<file path="src/design/trd_pkg.sv">
// Shared types, constants and helpers for the TGA run-length pixel decoder.
// Used by the top, front and back of the decoder; depends on nothing else.
package trd_pkg;

    localparam int QUEUE_DEPTH = 2;

    localparam logic [6:0]  RUN_MASK          = 7'h7F;
    localparam logic [2:0]  PIXEL_BYTES_RESET = 3'd4;
    localparam logic [31:0] PIXEL_COUNT_RESET = 32'd1;

    // Configuration register indexes.
    localparam logic CFG_PIXEL_BYTES = 1'b0;
    localparam logic CFG_PIXEL_COUNT = 1'b1;

    // One classified stream byte as it travels from the front to the back.
    typedef struct packed {
        logic       sof;
        logic [7:0] data;
        logic       hdr_repeat;
        logic [7:0] hdr_run;
    } t_cmd;

    typedef struct packed {
        logic [2:0]  pixel_bytes;
        logic [31:0] pixel_count;
    } t_cfg;

    // Bytes per pixel as the decoder uses them: 0 acts as 1, 5 to 7 act as 4.
    function automatic logic [2:0] f_eff_bytes(input logic [2:0] pixel_bytes);
        logic [2:0] eff;
        eff = pixel_bytes;
        if (pixel_bytes == 3'd0) begin
            eff = 3'd1;
        end else if (pixel_bytes > 3'd4) begin
            eff = 3'd4;
        end
        return eff;
    endfunction

endpackage

</file>
<file path="src/design/tga_rle_pixel_decoder_top.sv">
// TGA run-length pixel decoder, one stream byte per cycle while nothing stalls.
// An accepted byte is written into the command queue, and the back end decodes
// it from there into the output register. The back end takes one byte per cycle
// unless the output stalls, as its packet state update is combinational.
// Synchronous active-low reset clears the queue, decoder state and output valid;
// configuration resets to 4 bytes per pixel and a count of 1 pixel.
module tga_rle_pixel_decoder_top #(
    parameter int QUEUE_DEPTH = trd_pkg::QUEUE_DEPTH
) (
    input  logic        i_clk,
    input  logic        i_rst_n,
    input  logic        i_cfg_we,
    input  logic        i_cfg_index,
    input  logic [31:0] i_cfg_data,
    input  logic        i_in_valid,
    output logic        o_in_stall,
    input  logic [7:0]  i_stream_byte,
    input  logic        i_start_of_image,
    output logic        o_out_valid,
    input  logic        i_out_stall,
    output logic [31:0] o_pixel_value,
    output logic [7:0]  o_repeat_count,
    output logic        o_image_done,
    output logic        o_overrun
);

    localparam int CMD_W = $bits(trd_pkg::t_cmd);
    localparam int LVL_W = $clog2(QUEUE_DEPTH + 1);

    trd_pkg::t_cfg r_cfg;
    trd_pkg::t_cmd front_cmd;
    trd_pkg::t_cmd queue_cmd;
    logic [CMD_W-1:0] queue_data;
    logic [LVL_W-1:0] queue_level;
    logic             queue_full;
    logic             queue_valid;
    logic             push;
    logic             pop;

    always_ff @(posedge i_clk) begin
        if (!i_rst_n) begin
            r_cfg.pixel_bytes <= trd_pkg::PIXEL_BYTES_RESET;
            r_cfg.pixel_count <= trd_pkg::PIXEL_COUNT_RESET;
        end else if (i_cfg_we) begin
            case (i_cfg_index)
                trd_pkg::CFG_PIXEL_BYTES: r_cfg.pixel_bytes <= i_cfg_data[2:0];
                trd_pkg::CFG_PIXEL_COUNT: r_cfg.pixel_count <= i_cfg_data;
                default: ;
            endcase
        end
    end

    trd_front u_front (
        .i_in_valid       (i_in_valid),
        .o_in_stall       (o_in_stall),
        .i_stream_byte    (i_stream_byte),
        .i_start_of_image (i_start_of_image),
        .i_queue_full     (queue_full),
        .o_push           (push),
        .o_cmd            (front_cmd)
    );

    trd_queue #(
        .WIDTH (CMD_W),
        .DEPTH (QUEUE_DEPTH)
    ) u_queue (
        .i_clk   (i_clk),
        .i_rst_n (i_rst_n),
        .i_push  (push),
        .i_data  (front_cmd),
        .i_pop   (pop),
        .o_valid (queue_valid),
        .o_full  (queue_full),
        .o_data  (queue_data),
        .o_level (queue_level)
    );

    assign queue_cmd = trd_pkg::t_cmd'(queue_data);

    trd_back u_back (
        .i_clk          (i_clk),
        .i_rst_n        (i_rst_n),
        .i_cfg          (r_cfg),
        .i_cmd_valid    (queue_valid),
        .i_cmd          (queue_cmd),
        .o_cmd_pop      (pop),
        .o_out_valid    (o_out_valid),
        .i_out_stall    (i_out_stall),
        .o_pixel_value  (o_pixel_value),
        .o_repeat_count (o_repeat_count),
        .o_image_done   (o_image_done),
        .o_overrun      (o_overrun)
    );

    // A clipped packet always ends the image.
    a_overrun_ends_image: assert property (@(posedge i_clk) disable iff (!i_rst_n)
        o_out_valid && o_overrun |-> o_image_done)
        else $error("overrun without image_done");

    // Every pixel covers at least one position.
    a_count_nonzero: assert property (@(posedge i_clk) disable iff (!i_rst_n)
        o_out_valid |-> o_repeat_count != 8'd0)
        else $error("zero repeat count");

    // The queue never holds more than its depth, and stalls input when full.
    a_queue_bound: assert property (@(posedge i_clk) disable iff (!i_rst_n)
        (queue_level <= LVL_W'(QUEUE_DEPTH)) && (queue_full == o_in_stall))
        else $error("queue level out of range");

    // A byte taken while the queue is empty and no output pixel is held is
    // popped for decoding in the next cycle.
    a_queue_drains: assert property (@(posedge i_clk) disable iff (!i_rst_n)
        push && queue_level == '0 && !o_out_valid |=> pop)
        else $error("queued byte not decoded");

endmodule

</file>
<file path="src/design/trd_front.sv">
// Input side of the decoder: accepts stream bytes and classifies them into
// commands for the queue. Depends on trd_pkg.
module trd_front (
    input  logic          i_in_valid,
    output logic          o_in_stall,
    input  logic [7:0]    i_stream_byte,
    input  logic          i_start_of_image,
    input  logic          i_queue_full,
    output logic          o_push,
    output trd_pkg::t_cmd o_cmd
);

    assign o_in_stall = i_queue_full;
    assign o_push     = i_in_valid && !i_queue_full;

    // Header fields are decoded here so the back only selects them.
    always_comb begin
        o_cmd.sof        = i_start_of_image;
        o_cmd.data       = i_stream_byte;
        o_cmd.hdr_repeat = i_stream_byte[7];
        o_cmd.hdr_run    = {1'b0, i_stream_byte[6:0] & trd_pkg::RUN_MASK} + 8'd1;
    end

endmodule

</file>
<file path="src/design/trd_queue.sv">
// Short command queue between the front and the back of the decoder.
// Generic register queue; depends on nothing but its parameters.
module trd_queue #(
    parameter int WIDTH = 18,
    parameter int DEPTH = 2
) (
    input  logic                       i_clk,
    input  logic                       i_rst_n,
    input  logic                       i_push,
    input  logic [WIDTH-1:0]           i_data,
    input  logic                       i_pop,
    output logic                       o_valid,
    output logic                       o_full,
    output logic [WIDTH-1:0]           o_data,
    output logic [$clog2(DEPTH+1)-1:0] o_level
);

    localparam int PW = (DEPTH > 1) ? $clog2(DEPTH) : 1;
    localparam int LW = $clog2(DEPTH + 1);

    logic [WIDTH-1:0] r_store [DEPTH];
    logic [PW-1:0]    r_wr_ptr;
    logic [PW-1:0]    n_wr_ptr;
    logic [PW-1:0]    r_rd_ptr;
    logic [PW-1:0]    n_rd_ptr;
    logic [LW-1:0]    r_level;
    logic [LW-1:0]    n_level;
    logic             do_push;
    logic             do_pop;

    assign o_valid = (r_level != '0);
    assign o_full  = (r_level == LW'(DEPTH));
    assign o_data  = r_store[r_rd_ptr];
    assign o_level = r_level;
    assign do_push = i_push && !o_full;
    assign do_pop  = i_pop && o_valid;

    always_comb begin
        n_wr_ptr = r_wr_ptr;
        n_rd_ptr = r_rd_ptr;
        n_level  = r_level;
        if (do_push) begin
            n_wr_ptr = (r_wr_ptr == PW'(DEPTH - 1)) ? '0 : r_wr_ptr + 1'b1;
        end
        if (do_pop) begin
            n_rd_ptr = (r_rd_ptr == PW'(DEPTH - 1)) ? '0 : r_rd_ptr + 1'b1;
        end
        if (do_push && !do_pop) begin
            n_level = r_level + 1'b1;
        end else if (do_pop && !do_push) begin
            n_level = r_level - 1'b1;
        end
    end

    always_ff @(posedge i_clk) begin
        if (!i_rst_n) begin
            r_wr_ptr <= '0;
            r_rd_ptr <= '0;
            r_level  <= '0;
        end else begin
            r_wr_ptr <= n_wr_ptr;
            r_rd_ptr <= n_rd_ptr;
            r_level  <= n_level;
        end
    end

    always_ff @(posedge i_clk) begin
        if (do_push) begin
            r_store[r_wr_ptr] <= i_data;
        end
    end

endmodule

</file>
<file path="src/design/trd_back.sv">
// Execution side of the decoder: packet state, pixel assembly, pixel
// counting with clipping, and the output register. Depends on trd_pkg.
module trd_back (
    input  logic          i_clk,
    input  logic          i_rst_n,
    input  trd_pkg::t_cfg i_cfg,
    input  logic          i_cmd_valid,
    input  trd_pkg::t_cmd i_cmd,
    output logic          o_cmd_pop,
    output logic          o_out_valid,
    input  logic          i_out_stall,
    output logic [31:0]   o_pixel_value,
    output logic [7:0]    o_repeat_count,
    output logic          o_image_done,
    output logic          o_overrun
);

    logic        r_expect_hdr;
    logic        n_expect_hdr;
    logic        r_is_repeat;
    logic        n_is_repeat;
    logic [7:0]  r_left;
    logic [7:0]  n_left;
    logic [1:0]  r_byte_idx;
    logic [1:0]  n_byte_idx;
    logic [31:0] r_assembly;
    logic [31:0] n_assembly;
    logic [31:0] r_decoded;
    logic [31:0] n_decoded;
    logic        r_finished;
    logic        n_finished;

    logic        r_out_valid;
    logic        n_out_valid;
    logic [31:0] r_out_pixel;
    logic [31:0] n_out_pixel;
    logic [7:0]  r_out_count;
    logic [7:0]  n_out_count;
    logic        r_out_done;
    logic        n_out_done;
    logic        r_out_over;
    logic        n_out_over;

    logic        fire;

    assign fire      = i_cmd_valid && (!r_out_valid || !i_out_stall);
    assign o_cmd_pop = fire;

    always_comb begin
        logic        w_expect;
        logic        w_repeat;
        logic [7:0]  w_left;
        logic [1:0]  w_idx;
        logic [31:0] w_asm;
        logic [31:0] w_dec;
        logic        w_fin;
        logic [31:0] assembled;
        logic [31:0] remaining;
        logic [7:0]  count;
        logic        over;
        logic        done;

        n_expect_hdr = r_expect_hdr;
        n_is_repeat  = r_is_repeat;
        n_left       = r_left;
        n_byte_idx   = r_byte_idx;
        n_assembly   = r_assembly;
        n_decoded    = r_decoded;
        n_finished   = r_finished;
        n_out_valid  = r_out_valid && i_out_stall;
        n_out_pixel  = r_out_pixel;
        n_out_count  = r_out_count;
        n_out_done   = r_out_done;
        n_out_over   = r_out_over;

        // Start of image clears the decoder before the byte is looked at.
        w_expect = i_cmd.sof ? 1'b1   : r_expect_hdr;
        w_repeat = i_cmd.sof ? 1'b0   : r_is_repeat;
        w_left   = i_cmd.sof ? 8'd0   : r_left;
        w_idx    = i_cmd.sof ? 2'd0   : r_byte_idx;
        w_asm    = i_cmd.sof ? 32'd0  : r_assembly;
        w_dec    = i_cmd.sof ? 32'd0  : r_decoded;
        w_fin    = i_cmd.sof ? 1'b0   : r_finished;

        assembled = w_asm | ({24'd0, i_cmd.data} << {w_idx, 3'b000});
        remaining = i_cfg.pixel_count - w_dec;
        count     = 8'd1;
        over      = 1'b0;
        done      = 1'b0;

        if (fire) begin
            n_expect_hdr = w_expect;
            n_is_repeat  = w_repeat;
            n_left       = w_left;
            n_byte_idx   = w_idx;
            n_assembly   = w_asm;
            n_decoded    = w_dec;
            n_finished   = w_fin;
            if (w_fin) begin
                // Bytes after the image are dropped.
            end else if (w_dec >= i_cfg.pixel_count) begin
                n_finished = 1'b1;
            end else if (w_expect) begin
                n_is_repeat  = i_cmd.hdr_repeat;
                n_left       = i_cmd.hdr_run;
                n_expect_hdr = 1'b0;
                n_byte_idx   = 2'd0;
                n_assembly   = 32'd0;
            end else if ({1'b0, w_idx} + 3'd1 < trd_pkg::f_eff_bytes(i_cfg.pixel_bytes)) begin
                n_byte_idx = w_idx + 2'd1;
                n_assembly = assembled;
            end else begin
                if (w_repeat) begin
                    count = w_left;
                    if ({24'd0, w_left} > remaining) begin
                        count = remaining[7:0];
                        over  = 1'b1;
                    end
                    n_left       = 8'd0;
                    n_expect_hdr = 1'b1;
                end else begin
                    n_left = w_left - 8'd1;
                    if (n_left == 8'd0) begin
                        n_expect_hdr = 1'b1;
                    end
                end
                // remaining is nonzero here, so a matching count ends the image.
                done      = ({24'd0, count} == remaining);
                n_decoded = w_dec + {24'd0, count};
                if (done) begin
                    n_finished = 1'b1;
                    if (!w_repeat && n_left != 8'd0) begin
                        over = 1'b1;
                    end
                end
                n_out_valid  = 1'b1;
                n_out_pixel  = assembled;
                n_out_count  = count;
                n_out_done   = done;
                n_out_over   = over;
                n_byte_idx   = 2'd0;
                n_assembly   = 32'd0;
            end
        end
    end

    always_ff @(posedge i_clk) begin
        if (!i_rst_n) begin
            r_expect_hdr <= 1'b1;
            r_is_repeat  <= 1'b0;
            r_left       <= 8'd0;
            r_byte_idx   <= 2'd0;
            r_assembly   <= 32'd0;
            r_decoded    <= 32'd0;
            r_finished   <= 1'b0;
            r_out_valid  <= 1'b0;
        end else begin
            r_expect_hdr <= n_expect_hdr;
            r_is_repeat  <= n_is_repeat;
            r_left       <= n_left;
            r_byte_idx   <= n_byte_idx;
            r_assembly   <= n_assembly;
            r_decoded    <= n_decoded;
            r_finished   <= n_finished;
            r_out_valid  <= n_out_valid;
        end
    end

    always_ff @(posedge i_clk) begin
        r_out_pixel <= n_out_pixel;
        r_out_count <= n_out_count;
        r_out_done  <= n_out_done;
        r_out_over  <= n_out_over;
    end

    assign o_out_valid    = r_out_valid;
    assign o_pixel_value  = r_out_pixel;
    assign o_repeat_count = r_out_count;
    assign o_image_done   = r_out_done;
    assign o_overrun      = r_out_over;

endmodule
</file>
<file path="config.mk">
export PLATFORM = sky130hd
export DESIGN_NAME = tga_rle_pixel_decoder_top
export DESIGN_NICKNAME = d
export VERILOG_FILES = /design/src/design/trd_pkg.sv /design/src/design/tga_rle_pixel_decoder_top.sv /design/src/design/trd_front.sv /design/src/design/trd_queue.sv /design/src/design/trd_back.sv
export SDC_FILE = /design/constraint.sdc
export NUM_CORES = 1
export LEC_CHECK = 0
export ABC_AREA = 0
export CAP_MARGIN = 30
export CORE_MARGIN = 1.5
export CORE_UTILIZATION = 45
export CTS_BUF_LIST = sky130_fd_sc_hd__clkbuf_8 sky130_fd_sc_hd__clkbuf_16
export CTS_CLUSTER_SIZE = 30
export DETAILED_ROUTE_END_ITERATION = 6
export DONT_BUFFER_PORTS = 1
export PLACE_DENSITY_LB_ADDON = 0.05
export SLEW_MARGIN = 20
export SYNTH_ARGS = -nofsm -noshare
export SYNTH_HDL_FRONTEND = slang
export SYNTH_SLANG_ARGS = --single-unit
</file>
<file path="constraint.sdc">
create_clock -name i_clk -period 10.9 [get_ports i_clk]
set_input_delay 1.635 -clock i_clk [delete_from_list [all_inputs] [get_ports i_clk]]
set_output_delay 1.635 -clock i_clk [all_outputs]
set_load 0.01 [all_outputs]
</file>
Word-level counts from Yosys, hierarchy flattened

Memory sizes are Yosys's and may differ from the RTL's. A register that Yosys moved wholly into a read port is not among the register bits.
Cells that the tools add are included.

Flip-flop bits (word level): 159
RAM bits: 36
Bits of input ports: 47
Output and inout port bits: 44
Word-level logic and storage cells: 137
Memories: 1

Memory list:

| memory          | words | bits a word | rd ports | clocked after Yosys merged registers in | write ports | RTL line        | source |
|---|---|---|---|---|---|---|---|
| u_queue.r_store | 2     | 18          | 1        | 1                                       | 1           | trd_queue.sv:21 | `logic [WIDTH-1:0] r_store [DEPTH];` |

Add/sub/neg operators: 10
Magnitude comparators: 4
Eq/ne operators: 2
Shift operators: 1
Muxes and demuxes: 73
Bitwise logic cells: 6
Reductions and logical operators: 23

Operator list:

| kind                                             | number |
|---|---|
| two-way mux 32 bit                               | 10 |
| two-way mux 8 bit                                | 18 |
| adder 32 x 8 -> 32 bit                           | 1 |
| equality test 8 x 32 -> 1 bit                    | 1 |
| >= comparator 32 bit                             | 1 |
| > comparator 8 x 32 -> 1 bit                     | 1 |
| two-way mux 1 bit                                | 32 |
| bitwise OR 32 bit                                | 1 |
| left shift 8 x 5 -> 32 bit                       | 1 |
| subtractor 32 bit                                | 1 |
| two-way mux 3 bit                                | 6 |
| two-way mux 2 bit                                | 7 |
| adder 7 x 1 -> 8 bit, second input constant      | 1 |
| logical AND 1 bit                                | 8 |
| zero test 8 bit                                  | 1 |
| nonzero test 8 bit                               | 1 |
| subtractor 8 x 1 -> 8 bit, second input constant | 1 |
| zero test 1 bit                                  | 6 |
| inverter 1 bit                                   | 5 |
| AND reduction 5 bit                              | 1 |
| adder 2 x 1 -> 2 bit, second input constant      | 2 |
| AND reduction 2 bit                              | 2 |
| nonzero test 2 bit                               | 2 |
| adder 2 x 1 -> 3 bit, second input constant      | 1 |
| 7 further kinds                                  | 8 |

Depth between registers and ports, before layout

Word-level depth: 19
Depth in mapped cells: 35
Mapped depth without buffers: 28

Cells and area by module

Synthesis repeated with hierarchy kept, for this count alone.

Cells, all modules: 1311
Area total of the unflattened synthesis: 11647.4 um^2

By module, submodules not included:

| module                    | times used | cells an instance | area each (um^2) | seq. area each (um^2) |
|---|---|---|---|---|
| trd_back                  | 1          | 1044              | 8549.4           | 2822.7 |
| trd_queue                 | 1          | 81                | 1532.7           | 1181.1 |
| tga_rle_pixel_decoder_top | 1          | 159               | 1372.6           | 700.7 |
| trd_front                 | 1          | 27                | 192.7            | 0.0 |

Least setup slack after synthesis

No wires, ideal clock.

Kind: register to register
Start point: register (tool-made name)
End point: register u_back.r_decoded[1]
Setup time: 0.083 ns
Data arrival time: 7.918 ns
Data required time: 10.817 ns
Path slack: 2.899 ns
Cell stages (with the launch flop): 19
Path buffers: 7
Period minus slack after synthesis: 8.001 ns
Cell sequence: dfxtp_1 > clkbuf_1 > mux2i_1 > clkbuf_1 > clkbuf_1 > clkbuf_1 > clkbuf_1 > nand2_1 > ha_1 > clkbuf_1 > nand4_1 > or2_2 > nor4_1 > nand2b_1 > a21o_1 > clkbuf_1 > nor3_1 > nand2_1 > o2bb2ai_1

RTL lines:

| item                 | RTL line        | source |
|---|---|---|
| end signal, assigned | trd_back.sv:163 | `r_decoded <= n_decoded;` |
| end, declared        | trd_back.sv:28  | `logic [31:0] r_decoded;` |

==> metrics.txt <==
net count after synthesis 1362; post-synthesis to final-layout area growth 8.28%; die extent in y 161 um; wire length of the first global-routing pass 47.8 mm; Core Util, Final 0.497; setup bufs post-CTS 0; number of buffers added on ports 0; Antenna Nets Post-Route 0; max-cap violations 0; element type at the critical path end flip-flop; maximum number of pins on one net before global-route repair 101; antenna diode count 0; Clock Pin Slew Worst Setup and Hold Paths 80 ps; biggest cell delay along the critical path 780 ps; detailed-routing iteration count for the pre-antenna-repair pass 6; final instance area 0.0121 mm^2; Die Footprint 0.0258 mm^2; # DRC 0; final std cells w/o fill 1558; maximum clock frequency 126 MHz; Slew Limit Fails 0; wire length per cell after detailed routing 19.2 um; Slew headroom 0.373; leftover overflow at the end of global routing 0; classification of the worst-slack hold path flip-flop to flip-flop; hold violation count in the final report 0; clock net sink count 194; number of cell rows 57; total of cells resized after clock tree synthesis 0; HPWL after detailed placement 22.0 mm; peak supply drop 0.120 mV; Detailed Route WL 30.0 mm; CTS tree yes; Slowest cell on crit path sky130_fd_sc_hd__or4_1; initial standard-cell utilization of the core 0.459; fraction of synthesized cell area taken by the top area cell type 0.211; #FFs+latches synth 194; number of clock buffers inserted by TritonCTS 17; number of instances in the synthesized netlist 1253; Final Skew 15.9 ps; setup tns final 0 ps; first-iteration detailed-routing DRC count 703; largest driver fanout on the critical path 23; post-route clock period utilization 0.725; Synth area leaders sky130_fd_sc_hd__dfxtp_1 21%, sky130_fd_sc_hd__edfxtp_1 20%, sky130_fd_sc_hd__ha_1 6.7%; H-Tree Level Count 4; most used cell along the critical path sky130_fd_sc_hd__inv_1; outcome completed; Pleak 0.00468 uW; post-layout total power 2210 uW; post-layout minimum cycle time 7910 ps; I/O pin cnt 91; Seq/Total Area, Yosys 0.415; combined global-route utilization of all metal layers 0.235; final net count 1330; via count of the first global-routing pass 8649; Setup-failing EPs final 0; vias post-DR 9069; kind of launch point of the worst setup path flip-flop; pwr dens 183 mW/mm^2; Mapped Area 0.0112 mm^2; worst-skew pair later-pin latency 440 ps; Critical Path AT 8300 ps; EDFF count, synth 76; YS warnings 0; layout cell share with drive strength beyond 1 0.0608; most frequently used cell type in the post-synthesis netlist sky130_fd_sc_hd__nand2_1; Die X 161 um; cell type with the highest aggregate area in the netlist sky130_fd_sc_hd__dfxtp_1; CP Data Required Time 11290 ps; GP Congestion 0.939; Placed Area 0.0115 mm^2; pin slew with the least headroom to its limit 941 ps; via/cell ratio 5.82; total core area 0.0244 mm^2; number of unique standard cell types used by synthesis 78; most used flip-flop cell after synthesis sky130_fd_sc_hd__dfxtp_1; FFs w/ async S/R, synth 0; Post-Syn Area per Cell 8.93 um^2; CTS Hold Buffers Added 0; clock root cell sky130_fd_sc_hd__clkbuf_16; clk buf depth 2; RSZ-0062 raised after global routing false; critical path class flip-flop to flip-flop; total placed cells including tap cells 1525; antenna violations before repair 0; cell types with the highest counts after synthesis 200 x sky130_fd_sc_hd__nand2_1, 118 x sky130_fd_sc_hd__dfxtp_1, 84 x sky130_fd_sc_hd__nor2_1
-- path summary, 6_finish.rpt --
check	from	endpoint	slack (ps)	cells after the start
setup / recovery	flip-flop	u_back.r_decoded[28]	2990	28
setup reg to reg	flip-flop	u_back.r_decoded[28]	2990	28
hold / removal	u_back.r_decoded[1]	u_back.r_decoded[1]	470	1
hold reg to reg	u_back.r_decoded[1]	u_back.r_decoded[1]	470	1
-- where the power goes --
part	switching (uW)	total, uW	leakage, uW	internal [uW]
registers	53.4	859	0.00172	806
logic	432	673	0.00265	241
clock network	343	683	0.000310	340
total	828	2210	0.00468	1390
-- layout by cell type, fill, tap and decap left out, types with 7 or more instances in the layout --
master	synthesis	final
sky130_fd_sc_hd__clkbuf_16	0	17
sky130_fd_sc_hd__xnor2_1	34	34
sky130_fd_sc_hd__nand3_1	31	31
sky130_fd_sc_hd__nand2b_1	7	7
sky130_fd_sc_hd__and2_1	31	31
sky130_fd_sc_hd__o2bb2ai_1	7	7
sky130_fd_sc_hd__nor2_1	84	84
sky130_fd_sc_hd__dfxtp_1	118	118
sky130_fd_sc_hd__or2_2	7	7
sky130_fd_sc_hd__nor4b_1	7	7
sky130_fd_sc_hd__o21ai_0	44	44
sky130_fd_sc_hd__a22o_1	28	28
sky130_fd_sc_hd__mux2i_1	26	25
sky130_fd_sc_hd__nor2b_1	19	19
sky130_fd_sc_hd__a22oi_1	8	8
sky130_fd_sc_hd__a21boi_0	36	36
sky130_fd_sc_hd__nand4_1	24	24
sky130_fd_sc_hd__edfxtp_1	76	76
sky130_fd_sc_hd__o211ai_1	10	10
sky130_fd_sc_hd__mux2_2	10	10
sky130_fd_sc_hd__o21a_1	22	22
sky130_fd_sc_hd__a21oi_1	78	78
sky130_fd_sc_hd__nand2_1	200	199
sky130_fd_sc_hd__inv_1	44	44
sky130_fd_sc_hd__and3_1	15	15
sky130_fd_sc_hd__a21o_1	9	9
sky130_fd_sc_hd__ha_1	60	60
sky130_fd_sc_hd__nor4_1	15	15
sky130_fd_sc_hd__nor3_1	23	22
sky130_fd_sc_hd__xor2_1	16	16
sky130_fd_sc_hd__buf_4	0	8
-- stage by stage --
step / hold slack (ps) / setup WS (ps)
2_1_floorplan: 432 / 2900
3_3_place_gp: 440 / 2420
3_5_place_dp: 447 / 2640
4_1_cts: 470 / 2600
5_1_grt: 479 / 2500
6_report: 470 / 2990
-- flip-flops by register name, indices dropped and copies added, names as in the netlist, named ones only --
name                   cells
r_cfg                     35
u_back.o_image_done        1
u_back.o_out_valid         1
u_back.o_overrun           1
u_back.o_pixel_value      32
u_back.o_repeat_count      8
u_back.r_assembly         32
u_back.r_byte_idx          2
u_back.r_decoded          32
u_back.r_expect_hdr        1
u_back.r_finished          1
u_back.r_is_repeat         1
u_back.r_left              8
u_queue.o_level            2
u_queue.r_rd_ptr           1
u_queue.r_store           34
u_queue.r_wr_ptr           1
-- critical path: cells and delay by family, from the launching register on --
| family | cells | cell delay (ps) |
|---|---|---|
| xor gates and xnor gates | 1 | 220 |
| muxes | 3 | 1140 |
| and+or+nand+nor | 8 | 2460 |
| adders and majority gates | 4 | 1190 |
| DFF | 1 | 650 |
| buffers and inverters | 4 | 420 |
| AOI/OAI and AO/OA | 8 | 1750 |
-- layer usage --
layer  up-vias  track usage  wire length, um
li1       4471            -                -
met1      4328        0.349            15200
met5         -            0                0
met4         0       0.0484              363
met2       243        0.350            12700
met3        27       0.0496             1750
-- cell families after synthesis --
logic type                 after synthesis  synth area share
and+or+nand+nor                        489             0.209
muxes                                   37            0.0347
buffers and inverters                  105            0.0363
DFF                                    194             0.415
adders and majority gates               62            0.0707
AOI/OAI and AO/OA                      316             0.195
xor gates and xnor gates                50            0.0391
-- layout make-up --
| class | count | area (um^2) |
|---|---|---|
| clock buffer | 17 | 425 |
| tap | 324 | 405 |
| timing repair buffer | 10 | 103 |
| inverter | 44 | 165 |
| multi-input combinational | 954 | 6160 |
| sequential | 194 | 4640 |
| clock inverter | 15 | 215 |
| fill | 2387 | 12300 |
(Power assumes the default switching activity.)
